### src/design/tfd_pkg.sv
// Shared types and constants of the thermal frame deframer.
// Depends on nothing; used by all modules and by the testbench.
`timescale 1ns / 1ps
`default_nettype none
package tfd_pkg;

	// Configuration register indexes.
	localparam logic [1:0] CFG_PIXEL_OFFSET  = 2'd0;
	localparam logic [1:0] CFG_PIXEL_COUNT   = 2'd1;
	localparam logic [1:0] CFG_KELVIN_OFFSET = 2'd2;

	localparam int CFG_DATA_W = 16;

	localparam logic [11:0]        RST_PIXEL_OFFSET  = 12'd320;
	localparam logic [14:0]        RST_PIXEL_COUNT   = 15'd4960;
	localparam logic signed [15:0] RST_KELVIN_OFFSET = -16'sd27315;

	// Result kinds.
	localparam logic KIND_PIXEL  = 1'b0;
	localparam logic KIND_STATUS = 1'b1;

	// Frame status codes.
	localparam logic [1:0] ERR_NONE     = 2'd0;
	localparam logic [1:0] ERR_MISMATCH = 2'd1;
	localparam logic [1:0] ERR_NOT_HEX  = 2'd2;
	localparam logic [1:0] ERR_SHORT    = 2'd3;

	localparam logic [3:0] BAD_RUN_MAX = 4'd15;

	typedef struct packed {
		logic [11:0]        pixel_offset;
		logic [14:0]        pixel_count;
		logic signed [15:0] kelvin_offset;
	} tfd_cfg_t;

	// One classified result waiting for the back end.
	typedef struct packed {
		logic        kind;
		logic [14:0] pixel_index;
		logic [15:0] raw_value;
		logic [1:0]  error_code;
	} tfd_entry_t;

endpackage
`default_nettype wire

### src/design/tfd_if.sv
// Handshake channels of the thermal frame deframer: byte input and result output.
// Depends on nothing.
`timescale 1ns / 1ps
`default_nettype none
interface tfd_byte_if;
	logic       valid;
	logic       ready;
	logic [7:0] data_byte;

	modport source (output valid, output data_byte, input ready);
	modport sink (input valid, input data_byte, output ready);
endinterface

interface tfd_result_if;
	logic               valid;
	logic               ready;
	logic               result_kind;
	logic [14:0]        pixel_index;
	logic [15:0]        raw_value;
	logic signed [20:0] temperature_centi;
	logic               frame_good;
	logic [1:0]         error_code;
	logic [3:0]         bad_run;

	modport source (output valid, output result_kind, output pixel_index, output raw_value,
		output temperature_centi, output frame_good, output error_code, output bad_run,
		input ready);
	modport sink (input valid, input result_kind, input pixel_index, input raw_value,
		input temperature_centi, input frame_good, input error_code, input bad_run,
		output ready);
endinterface
`default_nettype wire

### src/design/tfd_front.sv
// Front end of the deframer: sync hunt, length and body parsing, checksum tracking.
// Depends on tfd_pkg; pushes one entry per producing byte into tfd_fifo.
`timescale 1ns / 1ps
`default_nettype none
module tfd_front (
	input  wire               clk,
	input  wire               arst_n,
	input  wire               in_valid,
	output logic              in_ready,
	input  wire [7:0]         data_byte,
	input  tfd_pkg::tfd_cfg_t cfg,
	input  wire               fifo_full,
	output logic              push,
	output tfd_pkg::tfd_entry_t entry
);

	localparam logic [1:0] PH_HUNT = 2'd0;
	localparam logic [1:0] PH_LEN  = 2'd1;
	localparam logic [1:0] PH_BODY = 2'd2;

	localparam logic [7:0] CH_SPACE = 8'h20;
	localparam logic [7:0] CH_HASH  = 8'h23;

	logic [1:0]  phase_q;
	logic [1:0]  sync_q;
	logic [15:0] body_length_q;
	logic [15:0] byte_position_q;
	logic        command_ok_q;
	logic [15:0] running_sum_q;
	logic [15:0] expected_sum_q;
	logic        hex_bad_q;
	logic [7:0]  low_hold_q;
	logic [14:0] pixel_counter_q;

	// Returns {ok, value}.
	function automatic logic [4:0] hex_digit(input logic [7:0] b);
		logic [4:0] r;
		r = 5'd0;
		if (b >= 8'h30 && b <= 8'h39) r = {1'b1, b[3:0]};
		else if ((b >= 8'h41 && b <= 8'h46) || (b >= 8'h61 && b <= 8'h66))
			r = {1'b1, b[3:0] + 4'd9};
		return r;
	endfunction

	function automatic logic [7:0] cmd_tag(input logic [1:0] i);
		logic [7:0] c;
		case (i)
			2'd0: c = 8'h47;
			2'd1: c = 8'h46;
			2'd2: c = 8'h52;
			default: c = 8'h41;
		endcase
		return c;
	endfunction

	logic        accept;
	logic [4:0]  hex;
	logic        len_ge8;
	logic [15:0] len_m4;
	logic [12:0] start;
	logic [15:0] span;
	logic [16:0] end_pos;
	logic        fits;
	logic [16:0] rel;
	logic        in_window;
	logic        cmd_ok_next;
	logic        in_sum_region;
	logic [15:0] expected_next;
	logic        hex_bad_next;
	logic        last_byte;
	logic        pixel_fire;
	logic        status_fire;
	logic [1:0]  sync_base;

	assign in_ready = !fifo_full;
	assign accept   = in_valid && in_ready;
	assign hex      = hex_digit(data_byte);

	assign len_ge8       = body_length_q >= 16'd8;
	assign len_m4        = body_length_q - 16'd4;
	assign start         = {1'b0, cfg.pixel_offset} + 13'd4;
	assign span          = {cfg.pixel_count, 1'b0};
	assign end_pos       = 17'(start) + 17'(span);
	assign fits          = len_ge8 && (end_pos <= 17'(len_m4));
	assign rel           = 17'(byte_position_q) - 17'(start);
	assign in_window     = (byte_position_q >= 16'(start)) && (rel < 17'(span));
	assign in_sum_region = byte_position_q < len_m4;

	assign cmd_ok_next = command_ok_q &&
		!((byte_position_q < 16'd4) && (data_byte != cmd_tag(byte_position_q[1:0])));

	assign hex_bad_next  = hex_bad_q || (len_ge8 && !in_sum_region && !hex[4]);
	assign expected_next = (len_ge8 && !in_sum_region) ? {expected_sum_q[11:0], hex[3:0]}
		: expected_sum_q;
	assign last_byte     = (17'(byte_position_q) + 17'd1) >= 17'(body_length_q);

	assign pixel_fire  = (phase_q == PH_BODY) && command_ok_q && (byte_position_q >= 16'd4)
		&& fits && in_window && rel[0];
	assign status_fire = (phase_q == PH_BODY) && last_byte && cmd_ok_next;

	assign push = accept && (pixel_fire || status_fire);

	always_comb begin
		entry = '0;
		if (status_fire) begin
			entry.kind = tfd_pkg::KIND_STATUS;
			if (hex_bad_next) entry.error_code = tfd_pkg::ERR_NOT_HEX;
			else if (running_sum_q != expected_next) entry.error_code = tfd_pkg::ERR_MISMATCH;
			else if (!fits) entry.error_code = tfd_pkg::ERR_SHORT;
			else entry.error_code = tfd_pkg::ERR_NONE;
		end else begin
			entry.kind        = tfd_pkg::KIND_PIXEL;
			entry.pixel_index = pixel_counter_q;
			entry.raw_value   = {data_byte, low_hold_q};
		end
	end

	// A rejected length digit is fed to the hunt with the match count cleared.
	assign sync_base = (phase_q == PH_LEN) ? 2'd0 : sync_q;

	always_ff @(posedge clk or negedge arst_n) begin
		if (!arst_n) begin
			phase_q         <= PH_HUNT;
			sync_q          <= 2'd0;
			body_length_q   <= 16'd0;
			byte_position_q <= 16'd0;
			command_ok_q    <= 1'b0;
			running_sum_q   <= 16'd0;
			expected_sum_q  <= 16'd0;
			hex_bad_q       <= 1'b0;
			low_hold_q      <= 8'd0;
			pixel_counter_q <= 15'd0;
		end else if (accept) begin
			if (phase_q == PH_LEN && hex[4]) begin
				body_length_q   <= {body_length_q[11:0], hex[3:0]};
				running_sum_q   <= running_sum_q + 16'(data_byte);
				if (byte_position_q[1:0] == 2'd3) begin
					byte_position_q <= 16'd0;
					expected_sum_q  <= 16'd0;
					hex_bad_q       <= 1'b0;
					pixel_counter_q <= 15'd0;
					low_hold_q      <= 8'd0;
					command_ok_q    <= {body_length_q[11:0], hex[3:0]} >= 16'd8;
					phase_q <= ({body_length_q[11:0], hex[3:0]} == 16'd0) ? PH_HUNT : PH_BODY;
				end else begin
					byte_position_q <= byte_position_q + 16'd1;
				end
			end else if (phase_q == PH_BODY) begin
				if (len_ge8 && in_sum_region) running_sum_q <= running_sum_q + 16'(data_byte);
				expected_sum_q <= expected_next;
				hex_bad_q      <= hex_bad_next;
				if (command_ok_q && (byte_position_q >= 16'd4) && fits && in_window) begin
					if (!rel[0]) low_hold_q <= data_byte;
					else pixel_counter_q <= pixel_counter_q + 15'd1;
				end
				if (last_byte) begin
					phase_q         <= PH_HUNT;
					sync_q          <= 2'd0;
					byte_position_q <= 16'd0;
					command_ok_q    <= 1'b0;
				end else begin
					command_ok_q    <= cmd_ok_next;
					byte_position_q <= byte_position_q + 16'd1;
				end
			end else begin
				if (data_byte == CH_SPACE) begin
					phase_q <= PH_HUNT;
					sync_q  <= (sync_base == 2'd3) ? sync_base : sync_base + 2'd1;
				end else if (data_byte == CH_HASH && sync_base == 2'd3) begin
					phase_q         <= PH_LEN;
					sync_q          <= 2'd0;
					byte_position_q <= 16'd0;
					body_length_q   <= 16'd0;
					running_sum_q   <= 16'd0;
				end else begin
					phase_q <= PH_HUNT;
					sync_q  <= 2'd0;
				end
			end
		end
	end

endmodule
`default_nettype wire

### src/design/tfd_fifo.sv
// Four-entry queue between the deframer front and back ends.
// Depends on tfd_pkg for the entry type.
`timescale 1ns / 1ps
`default_nettype none
module tfd_fifo (
	input  wire                 clk,
	input  wire                 arst_n,
	input  wire                 push,
	input  tfd_pkg::tfd_entry_t push_entry,
	output logic                full,
	input  wire                 pop,
	output logic                not_empty,
	output tfd_pkg::tfd_entry_t head
);

	tfd_pkg::tfd_entry_t mem_q [4];
	logic [1:0] wr_ptr_q;
	logic [1:0] rd_ptr_q;
	logic [2:0] count_q;
	logic       do_push;
	logic       do_pop;

	assign full      = count_q == 3'd4;
	assign not_empty = count_q != 3'd0;
	assign head      = mem_q[rd_ptr_q];
	assign do_push   = push && !full;
	assign do_pop    = pop && not_empty;

	always_ff @(posedge clk) begin
		if (do_push) mem_q[wr_ptr_q] <= push_entry;
	end

	always_ff @(posedge clk or negedge arst_n) begin
		if (!arst_n) begin
			wr_ptr_q <= 2'd0;
			rd_ptr_q <= 2'd0;
			count_q  <= 3'd0;
		end else begin
			if (do_push) wr_ptr_q <= wr_ptr_q + 2'd1;
			if (do_pop) rd_ptr_q <= rd_ptr_q + 2'd1;
			if (do_push && !do_pop) count_q <= count_q + 3'd1;
			else if (do_pop && !do_push) count_q <= count_q - 3'd1;
		end
	end

endmodule
`default_nettype wire

### src/design/tfd_back.sv
// Back end of the deframer: temperature scaling, bad-frame run, output register.
// Depends on tfd_pkg; pops entries from tfd_fifo.
`timescale 1ns / 1ps
`default_nettype none
module tfd_back (
	input  wire                 clk,
	input  wire                 arst_n,
	input  tfd_pkg::tfd_cfg_t   cfg,
	input  wire                 not_empty,
	input  tfd_pkg::tfd_entry_t head,
	output logic                pop,
	tfd_result_if.source        res
);

	logic               valid_q;
	logic [3:0]         bad_run_q;
	logic               kind_q;
	logic [14:0]        index_q;
	logic [15:0]        raw_q;
	logic signed [20:0] temp_q;
	logic               good_q;
	logic [1:0]         err_q;

	logic [19:0]        raw_x10;
	logic [20:0]        temp_sum;
	logic               good;
	logic [3:0]         bad_run_next;

	assign pop = not_empty && (!valid_q || res.ready);

	// Ten times raw as two shifted copies; the offset is sign-extended.
	assign raw_x10  = {1'b0, head.raw_value, 3'b000} + {3'b000, head.raw_value, 1'b0};
	assign temp_sum = {1'b0, raw_x10} + {{5{cfg.kelvin_offset[15]}}, cfg.kelvin_offset};
	assign good     = head.error_code == tfd_pkg::ERR_NONE;
	assign bad_run_next = good ? 4'd0
		: ((bad_run_q == tfd_pkg::BAD_RUN_MAX) ? bad_run_q : bad_run_q + 4'd1);

	always_ff @(posedge clk or negedge arst_n) begin
		if (!arst_n) begin
			valid_q   <= 1'b0;
			bad_run_q <= 4'd0;
		end else begin
			if (pop) valid_q <= 1'b1;
			else if (res.ready) valid_q <= 1'b0;
			if (pop && head.kind == tfd_pkg::KIND_STATUS) bad_run_q <= bad_run_next;
		end
	end

	always_ff @(posedge clk) begin
		if (pop) begin
			kind_q <= head.kind;
			if (head.kind == tfd_pkg::KIND_STATUS) begin
				index_q <= 15'd0;
				raw_q   <= 16'd0;
				temp_q  <= 21'sd0;
				good_q  <= good;
				err_q   <= head.error_code;
			end else begin
				index_q <= head.pixel_index;
				raw_q   <= head.raw_value;
				temp_q  <= signed'(temp_sum);
				good_q  <= 1'b0;
				err_q   <= tfd_pkg::ERR_NONE;
			end
		end
	end

	assign res.valid             = valid_q;
	assign res.result_kind       = kind_q;
	assign res.pixel_index       = index_q;
	assign res.raw_value         = raw_q;
	assign res.temperature_centi = temp_q;
	assign res.frame_good        = good_q;
	assign res.error_code        = err_q;
	assign res.bad_run           = (kind_q == tfd_pkg::KIND_STATUS) ? bad_run_q : 4'd0;

endmodule
`default_nettype wire

### src/design/thermal_frame_deframer_top.sv
// Thermal frame deframer: one byte accepted per cycle while the result queue has room.
// The entry a byte causes goes through the four-entry queue into the output register.
// Sustained rate is one byte per cycle while the queue can absorb output stalls.
// Reset is asynchronous and active low: the parser returns to the sync hunt, the queue
// and output empty, the bad-frame run clears and the registers take their reset values.
// Depends on tfd_pkg, tfd_if, tfd_front, tfd_fifo and tfd_back.
`timescale 1ns / 1ps
`default_nettype none
module thermal_frame_deframer_top (
	input  wire                            clk,
	input  wire                            arst_n,
	tfd_byte_if.sink                       byte_ch,
	tfd_result_if.source                   result_ch,
	input  wire                            cfg_write,
	input  wire [1:0]                      cfg_index,
	input  wire [tfd_pkg::CFG_DATA_W-1:0]  cfg_data
);

	// Configuration registers, read directly by both ends. Writes must come only while no
	// frame work is pending, up to the user; it is not enforced. Index three is ignored.
	tfd_pkg::tfd_cfg_t cfg_q;

	always_ff @(posedge clk or negedge arst_n) begin
		if (!arst_n) begin
			cfg_q.pixel_offset  <= tfd_pkg::RST_PIXEL_OFFSET;
			cfg_q.pixel_count   <= tfd_pkg::RST_PIXEL_COUNT;
			cfg_q.kelvin_offset <= tfd_pkg::RST_KELVIN_OFFSET;
		end else if (cfg_write) begin
			case (cfg_index)
				tfd_pkg::CFG_PIXEL_OFFSET:  cfg_q.pixel_offset  <= cfg_data[11:0];
				tfd_pkg::CFG_PIXEL_COUNT:   cfg_q.pixel_count   <= cfg_data[14:0];
				tfd_pkg::CFG_KELVIN_OFFSET: cfg_q.kelvin_offset <= signed'(cfg_data);
				default: ;
			endcase
		end
	end

	// The front end parses every byte in the cycle it is accepted. Only bytes that
	// complete a pixel or end a good-command frame push an item into the queue;
	// the front end stalls only when the queue is full.
	logic                fifo_full;
	logic                push;
	tfd_pkg::tfd_entry_t push_entry;
	logic                pop;
	logic                not_empty;
	tfd_pkg::tfd_entry_t head;

	tfd_front u_front (
		.clk       (clk),
		.arst_n    (arst_n),
		.in_valid  (byte_ch.valid),
		.in_ready  (byte_ch.ready),
		.data_byte (byte_ch.data_byte),
		.cfg       (cfg_q),
		.fifo_full (fifo_full),
		.push      (push),
		.entry     (push_entry)
	);

	tfd_fifo u_fifo (
		.clk        (clk),
		.arst_n     (arst_n),
		.push       (push),
		.push_entry (push_entry),
		.full       (fifo_full),
		.pop        (pop),
		.not_empty  (not_empty),
		.head       (head)
	);

	// The back end scales pixels to hundredths of a degree, keeps the saturating
	// count of bad frames, and holds each result in the output register until taken.
	tfd_back u_back (
		.clk       (clk),
		.arst_n    (arst_n),
		.cfg       (cfg_q),
		.not_empty (not_empty),
		.head      (head),
		.pop       (pop),
		.res       (result_ch)
	);

endmodule
`default_nettype wire

### src/flat_wrapper.sv
// flat-port wrapper written by rule: the top's interface ports become plain ports
module thermal_frame_deframer_top_flat 
  (clk, arst_n, cfg_write, cfg_index, cfg_data, byte_ch_valid, byte_ch_data_byte, byte_ch_ready, result_ch_valid, result_ch_result_kind, result_ch_pixel_index, result_ch_raw_value, result_ch_temperature_centi, result_ch_frame_good, result_ch_error_code, result_ch_bad_run, result_ch_ready);
  tfd_byte_if byte_ch_i ();
  tfd_result_if result_ch_i ();
  input  wire clk;
  input  wire arst_n;
  input  wire cfg_write;
  input  wire [1:0] cfg_index;
  input  wire [tfd_pkg::CFG_DATA_W-1:0] cfg_data;
  input wire logic [$bits(byte_ch_i.valid)-1:0] byte_ch_valid;
  input wire logic [$bits(byte_ch_i.data_byte)-1:0] byte_ch_data_byte;
  output wire logic [$bits(byte_ch_i.ready)-1:0] byte_ch_ready;
  output wire logic [$bits(result_ch_i.valid)-1:0] result_ch_valid;
  output wire logic [$bits(result_ch_i.result_kind)-1:0] result_ch_result_kind;
  output wire logic [$bits(result_ch_i.pixel_index)-1:0] result_ch_pixel_index;
  output wire logic [$bits(result_ch_i.raw_value)-1:0] result_ch_raw_value;
  output wire logic [$bits(result_ch_i.temperature_centi)-1:0] result_ch_temperature_centi;
  output wire logic [$bits(result_ch_i.frame_good)-1:0] result_ch_frame_good;
  output wire logic [$bits(result_ch_i.error_code)-1:0] result_ch_error_code;
  output wire logic [$bits(result_ch_i.bad_run)-1:0] result_ch_bad_run;
  input wire logic [$bits(result_ch_i.ready)-1:0] result_ch_ready;
  assign byte_ch_i.valid = byte_ch_valid;
  assign byte_ch_i.data_byte = byte_ch_data_byte;
  assign byte_ch_ready = byte_ch_i.ready;
  assign result_ch_valid = result_ch_i.valid;
  assign result_ch_result_kind = result_ch_i.result_kind;
  assign result_ch_pixel_index = result_ch_i.pixel_index;
  assign result_ch_raw_value = result_ch_i.raw_value;
  assign result_ch_temperature_centi = result_ch_i.temperature_centi;
  assign result_ch_frame_good = result_ch_i.frame_good;
  assign result_ch_error_code = result_ch_i.error_code;
  assign result_ch_bad_run = result_ch_i.bad_run;
  assign result_ch_i.ready = result_ch_ready;
  thermal_frame_deframer_top u_core (.clk(clk), .arst_n(arst_n), .byte_ch(byte_ch_i), .result_ch(result_ch_i), .cfg_write(cfg_write), .cfg_index(cfg_index), .cfg_data(cfg_data));
endmodule
### config.mk
export PLATFORM = sky130hd
export DESIGN_NAME = thermal_frame_deframer_top_flat
export DESIGN_NICKNAME = d
export VERILOG_FILES = /design/src/design/tfd_pkg.sv /design/src/design/tfd_if.sv /design/src/design/tfd_front.sv /design/src/design/tfd_fifo.sv /design/src/design/tfd_back.sv /design/src/design/thermal_frame_deframer_top.sv /design/src/flat_wrapper.sv
export SDC_FILE = /design/constraint.sdc
export NUM_CORES = 1
export LEC_CHECK = 0
export BUFFER_PORTS_ARGS = -buffer_cell sky130_fd_sc_hd__buf_4
export CORE_ASPECT_RATIO = 1.25
export CORE_MARGIN = 10
export CORE_UTILIZATION = 35
export DETAILED_ROUTE_END_ITERATION = 10
export GPL_TIMING_DRIVEN = 0
export MAX_ROUTING_LAYER = met4
export PLACE_DENSITY_LB_ADDON = 0.12
export SYNTH_ARGS = -nofsm -noshare
export SYNTH_HDL_FRONTEND = slang
export SYNTH_SLANG_ARGS = --single-unit
### constraint.sdc
create_clock -name clk -period 10.9 [get_ports clk]
set_input_delay 1.09 -clock clk [delete_from_list [all_inputs] [get_ports clk]]
set_output_delay 1.09 -clock clk [all_outputs]
set_load 0.1 [all_outputs]
==> results of run 1 <==
==> synthesized netlist by cell type (18+ instances only) <==
library cell and number:
nand3_1 53, xor2_1 43, mux2_2 42, nand2b_1 18, o31ai_1 31, nand4_1 24
edfxtp_1 192, fa_1 19, a21oi_1 65, dfrtp_1 133, nor2b_1 75, a21o_1 33
clkbuf_1 39, ha_1 137, inv_1 89, nand2_1 111, mux4_2 34, nor3_1 19
nor2_1 85, o21ai_0 81, xnor2_1 71
==> stage by stage <==
step                power (mW)  util, %  hold WS [ns]  area [um^2]
floorplan                 3.12        -         0.461        19100
global placement          3.57     38.4         0.481        20700
detailed placement        3.58     38.8         0.484        20900
CTS                       4.94     41.2         0.452        22200
global route              5.17     41.2         0.483        22200
finish                    4.86     41.2         0.462        22200
==> state kept, by name, summed over array words and instances, names as in the netlist, 4 cells and up <==
signal                               cells
u_core.u_front.low_hold_q                8
u_core.u_front.expected_sum_q           16
u_core.u_front.pixel_counter_q          15
u_core.u_back.res.pixel_index           15
u_core.u_fifo.mem_q                    136
u_core.u_back.res.temperature_centi     21
u_core.u_front.running_sum_q            16
u_core.u_front.byte_position_q          16
u_core.u_front.body_length_q            16
u_core.cfg_q                            43
u_core.u_back.bad_run_q                  4
u_core.u_back.res.raw_value             16
==> where the power goes <==
group / total [mW] / switching [mW] / internal, mW
clock: 1.33 / 0.555 / 0.773
sequential: 1.52 / 0.0584 / 1.46
combinational: 2.01 / 1.22 / 0.787
==> worst max path at each step <==
stage,from,depth (start not counted),to
floorplan,u_core.cfg_q[33],20,u_core.u_fifo.mem_q[0][0]
global placement,u_core.cfg_q[33],20,u_core.u_fifo.mem_q[2][17]
detailed placement,u_core.cfg_q[33],26,u_core.u_fifo.count_q[2]
CTS,u_core.cfg_q[33],26,u_core.u_fifo.count_q[2]
global route,u_core.cfg_q[33],26,u_core.u_fifo.count_q[2]
finish,u_core.cfg_q[33],26,u_core.u_fifo.count_q[2]
==> cells by family after synthesis <==
kind of cell	after synthesis	synth area share (%)
and+or+nand+nor	466	12.8
DFF	340	49.7
AOI/OAI and AO/OA	323	11.3
adders and majority gates	156	11.0
buffers and inverters	144	2.94
xor gates and xnor gates	114	5.23
muxes	85	6.99
==> routing by layer <==
metal / track usage (%) / vias to the layer above
met5: - / -
met4: 4.57 / 0
met3: 2.45 / 64
met2: 26.9 / 228
met1: 18.7 / 6363
li1: - / 6251
==> final cells by class <==
class / instances / area [um^2] / share of cell area [%]
inverter: 89 / 334 / 1.51
buffer: 55 / 228 / 1.03
tap: 727 / 910 / 4.10
clock buffer: 50 / 1070 / 4.82
timing repair buffer: 99 / 846 / 3.81
antenna: 1 / 2.50 / 0.0113
clock inverter: 21 / 226 / 1.02
multi-input combinational: 1144 / 9080 / 40.9
sequential: 340 / 9490 / 42.8
==> results.md, run 1 <==
- R2R cell count: 26
- # DRC: 0
- Syn_area_per_cell: 11.7 um^2
- Ys flop type: edfxtp_1
- Crit-path slowest cell: or4b_4
- Total vias in the final route: 12,900
- Drt pass-1 iters: 5
- Initial antenna violation count: 0
- Routed Antenna Nets: 0
- Slew headroom: 35.3%
- Reg2reg setup slack: 4.53 ns
- Dpl ws: 4.49 ns
- Max-cap viol count: 0
- Non-filler cells, final: 2,526
- Net count after synthesis: 1,815
- Least-Margin Pin Slew: 0.965 ns
- CP endpoint kind: flip-flop
- Worst r2r src: u_core.cfg_q[33]
- Final worst setup slack: 4.53 ns
- Post-route clock skew: 0.0262 ns
- Crit share post-route: 58.4%
- Starting Density: 35.4%
- Gate Count Post-Synth: 1,628
- Worst EP required: 11.39 ns
- Worst skew pair latency: 0.57 ns
- Final GP Congestion: 0.890
- Maximum vdd drop: 0.127 mV
- Top cell type's share of synthesized area: 30.2%
- Overflow after GRT: 0
- Drt wl/cell: 19.5 um
- Fmax: 157 MHz
- Clock sink count: 340
- Post-synthesis async set-or-reset flop share: 43.5%
- Die W: 229 um
- DR iter-0 viols: 576
- Sequential area share after synthesis: 49.7%
- Maximum clock insertion buffer count: 3
- Cts bufs inserted: 39
- Cell family with most CP delay: compound AO/OA/AOI/OAI gates
- Slowest stage delay, CP: 0.53 ns
- Crit start category: flip-flop
- Final Hold Viols: 0
- Clock-pin slew on the worst setup and hold paths: 0.06 ns
- RSZ-0062 raised after global routing: false
- Commonest non-fill, non-tap cell in the layout: edfxtp_1
- Synth Cell Area: 0.0191 mm^2
- WP buf/inv: 2
- Synth unique cells: 84
- Final setup viols: 0
- Placed cell count: 2,454
- WL final: 49.3 mm
- Core Box Area: 0.0538 mm^2
- Setup Buffers After CTS: 0
- Vias in the first global route: 13,200
- CTS root buffer: clkbuf_16
- Synth area leaders: edfxtp_1, dfrtp_1, ha_1
- Top sig layer: met4
- Vias per cell: 5.11
- Crit path time final: 6.37 ns
- DR WL met3: 1.65 mm
- H-tree Lvls: 2
- Setup TNS: 0 ns
- Status: completed
- Die H: 281 um
- Crit path kind: reg -> reg
- Area Overhead vs Synth: 16.2%
- Port Buf Inserts: 92
- FILL cells: 5,140
- P_leak: 9.09 nW
- Yosys reg bits: 340
- Nets: 1,955
- Post-synth EDFFs: 192
- CTS tree: yes
- Ys Warns: 0
- Crit-path max FO: 8
- CP Data Arrival Time: 6.86 ns
- Cell mode on critical path: ha_1
- Pwr Density: 219 mW/mm^2
- Final HPWL DP: 37.3 mm
- Layout cells sized above 1: 16.7%
- First-pass GRT wire length: 77.1 mm
- Synth area leader: edfxtp_1
- I/O pin count: 93
- WL met2: 24.8 mm
- Largest net degree at the start of global routing: 92
- Fin. max-slew vios: 0
- Die area: 0.0643 mm^2
- Capturing point of the worst reg2reg path: u_core.u_fifo.count_q[2]
- Routed met1 length: 21.7 mm
- Most frequent cells in the layout: edfxtp_1, ha_1, dfrtp_1
- HP Class: in -> async
- Hold buffer count at CTS: 0
- Total GRT Usage: 15.6%
- Resized cells post-CTS: 0
- Rows: 95
(Power assumes the default switching activity.)
==> run 2: changes to the inputs <==
- clock period: 10.9 -> 6.6 ns (I/O delays scaled with it)
==> run 2 against run 1 <==
Net effect:
- global-route usage is the same
- critical path type unchanged
- sequential power increased by 65%
- hold slack got worse by 0.43 ns
- non-clock buffer count grew 5
- combinational power increased by 27%
- register-to-register slack got worse by 4.0 ns
- die area is the same
- total power up 49%
- sequential cell count stayed put
- routed wire length about the same
==> results.md, run 2 (synthesized netlist as in run 1, its figures left out) <==
- Clock-pin slew on the worst setup and hold paths: 0.06 ns
- Layout cells sized above 1: 17.0%
- Slew headroom: 34.8%
- WHS: 0.0303 ns
- Gr busiest metal: met2
- Most frequent cells in the layout: edfxtp_1, ha_1, dfrtp_1
- P_leak: 8.97 nW
- Overflow after GRT: 0
- Port Buf Inserts: 92
- Max reg flops: 136
- RSZ-0062 raised after global routing: false
- Commonest non-fill, non-tap cell in the layout: edfxtp_1
- Clk pwr share: 30.2%
- # DRC: 0
- Final HPWL DP: 37.3 mm
- FILL cells: 5,131
- R2R cell count: 26
- Initial antenna violation count: 0
- Status: completed
- WL final: 49.3 mm
- NetSw: 2.63 mW
- Starting Density: 35.4%
- Crit-path max FO: 7
- Die area: 0.0643 mm^2
- Total GRT Usage: 15.6%
- Worst r2r src: u_core.cfg_q[33]
- Switch share: 36.3%
- Final GP Congestion: 0.890
- Clock sink count: 340
- Reg2reg setup slack: 0.51 ns
- First-pass GRT wire length: 77.1 mm
- Nets: 1,960
- I/O pin count: 93
- Cts bufs inserted: 39
- Area Overhead vs Synth: 16.4%
- H-tree Lvls: 2
- Die W: 229 um
- Global-route met3 utilization: 2.45%
- Die H: 281 um
- Final worst setup slack: 0.510 ns
- Fmax: 164 MHz
- Crit path kind: reg -> reg
- Flop pwr share: 34.5%
- Rows: 95
- Crit start category: flip-flop
- HP Class: in -> async
- Max-cap viol count: 0
- Worst EP required: 7.08 ns
- Antenna diode count: 0
- CP endpoint kind: flip-flop
- Routed Antenna Nets: 0
- Vias in the first global route: 13,200
- Total vias in the final route: 12,900
- Maximum clock insertion buffer count: 3
- GR met1 Demand/Resource: 18.7%
- Top reg by flops: u_core.u_fifo.mem_q
- Maximum vdd drop: 0.198 mV
- Final Hold Viols: 0
- Post-route clock skew: 0.0295 ns
- Least-Margin Pin Slew: 0.972 ns
- Combinational share of power: 35.3%
- Core Box Area: 0.0538 mm^2
- Met2 Use GR: 26.9%
- Setup TNS: 0 ns
- Capturing point of the worst reg2reg path: u_core.u_fifo.count_q[2]
- Drt wl/cell: 19.5 um
- Drt pass-1 iters: 4
- DR iter-0 viols: 552
- Fin. max-slew vios: 0
- Dpl ws: 0.190 ns
- Crit path time final: 6.09 ns
- Pwr Density: 327 mW/mm^2
- Vias per cell: 5.11
- CTS root buffer: clkbuf_16
- CP Data Arrival Time: 6.57 ns
- Final setup viols: 0
- Largest net degree at the start of global routing: 92
- CTS tree: yes
- Internal Power: 4.63 mW
- Worst skew pair latency: 0.57 ns
- Crit share post-route: 92.3%
==> run 2: cell count changes in the layout (fill, tap and decap cells not counted), sizes merged <==
cell and change:
buf +5, diode -1
==> run 2: how the worst max path moves through the flow <==
stage                           startpoint                          to  slack, ns
after floorplan           u_core.cfg_q[33]   u_core.u_fifo.mem_q[0][0]       0.27
after global placement    u_core.cfg_q[33]  u_core.u_fifo.mem_q[2][17]      -2.07
after detailed placement  u_core.cfg_q[33]    u_core.u_fifo.count_q[2]       0.19
after CTS                 u_core.cfg_q[33]    u_core.u_fifo.count_q[2]       0.16
after global routing      u_core.cfg_q[33]    u_core.u_fifo.count_q[2]       0.03
final                     u_core.cfg_q[33]    u_core.u_fifo.count_q[2]       0.51
==> run 2: area by class of cell <==
| cell class | instances | area, um^2 | share of cell area, % |
|---|---|---|---|
| buffer | 55 | 228 | 1.02 |
| inverter | 89 | 334 | 1.50 |
| timing repair buffer | 104 | 883 | 3.98 |
| tap | 727 | 910 | 4.09 |
| clock inverter | 21 | 226 | 1.02 |
| sequential | 340 | 9490 | 42.7 |
| clock buffer | 50 | 1070 | 4.81 |
| multi-input combinational | 1144 | 9080 | 40.9 |
==> run 2: routing by layer <==
metal  up-vias  part of all wire (%)
met3        67                   3.5
met5         -                     0
met2       247                    50
li1       6261                     -
met4         0                   2.4
met1      6354                    44
==> run 2: power groups by stage <==
stage | Clock (mW) | Sequential [mW] | Combinational (mW)
global placement | 0 | 2.57 | 2.55
global route | 2.35 | 2.52 | 2.81
finish | 2.19 | 2.51 | 2.56
detailed placement | 0 | 2.55 | 2.58
CTS | 2.26 | 2.51 | 2.60
floorplan | 0 | 2.97 | 1.57
==> run 2: what timing repair did <==
item                       CTS  global route
setup buffers                0             5
setup endpoints to repair    0            19
gates resized for setup      0             2
hold buffers                 0             0
==> run 2: through the flow <==
stage                     cell area, um^2  util [%]  instances  total power, mW
after floorplan                     19100         -       1628             4.53
after global placement              20700      38.4       2447             5.12
after detailed placement            20900      38.8       2454             5.13
after CTS                           22200      41.2       2525             7.37
after global routing                22200      41.3       2530             7.68
final                               22200      41.3       2530             7.26
==> run 2: critical path, stage by stage (launching register included) <==
cell      delay (ns)
dfrtp_1         0.48
ha_1            0.37
ha_1            0.34
a21o_1          0.20
a21oi_1         0.23
o21bai_1        0.12
a21oi_1         0.24
o21ai_1         0.17
a31o_2          0.27
a21oi_1         0.18
xnor2_1         0.12
ha_1            0.31
and3_1          0.16
nand3_1         0.09
or4b_4          0.53
a31oi_1         0.22
o31ai_2         0.17
nor3_4          0.27
nand3_4         0.15
a21boi_4        0.22
inv_1           0.12
ha_1            0.18
inv_1           0.06
fa_1            0.37
xor2_1          0.15
nor2_1          0.11
xor2_1          0.17
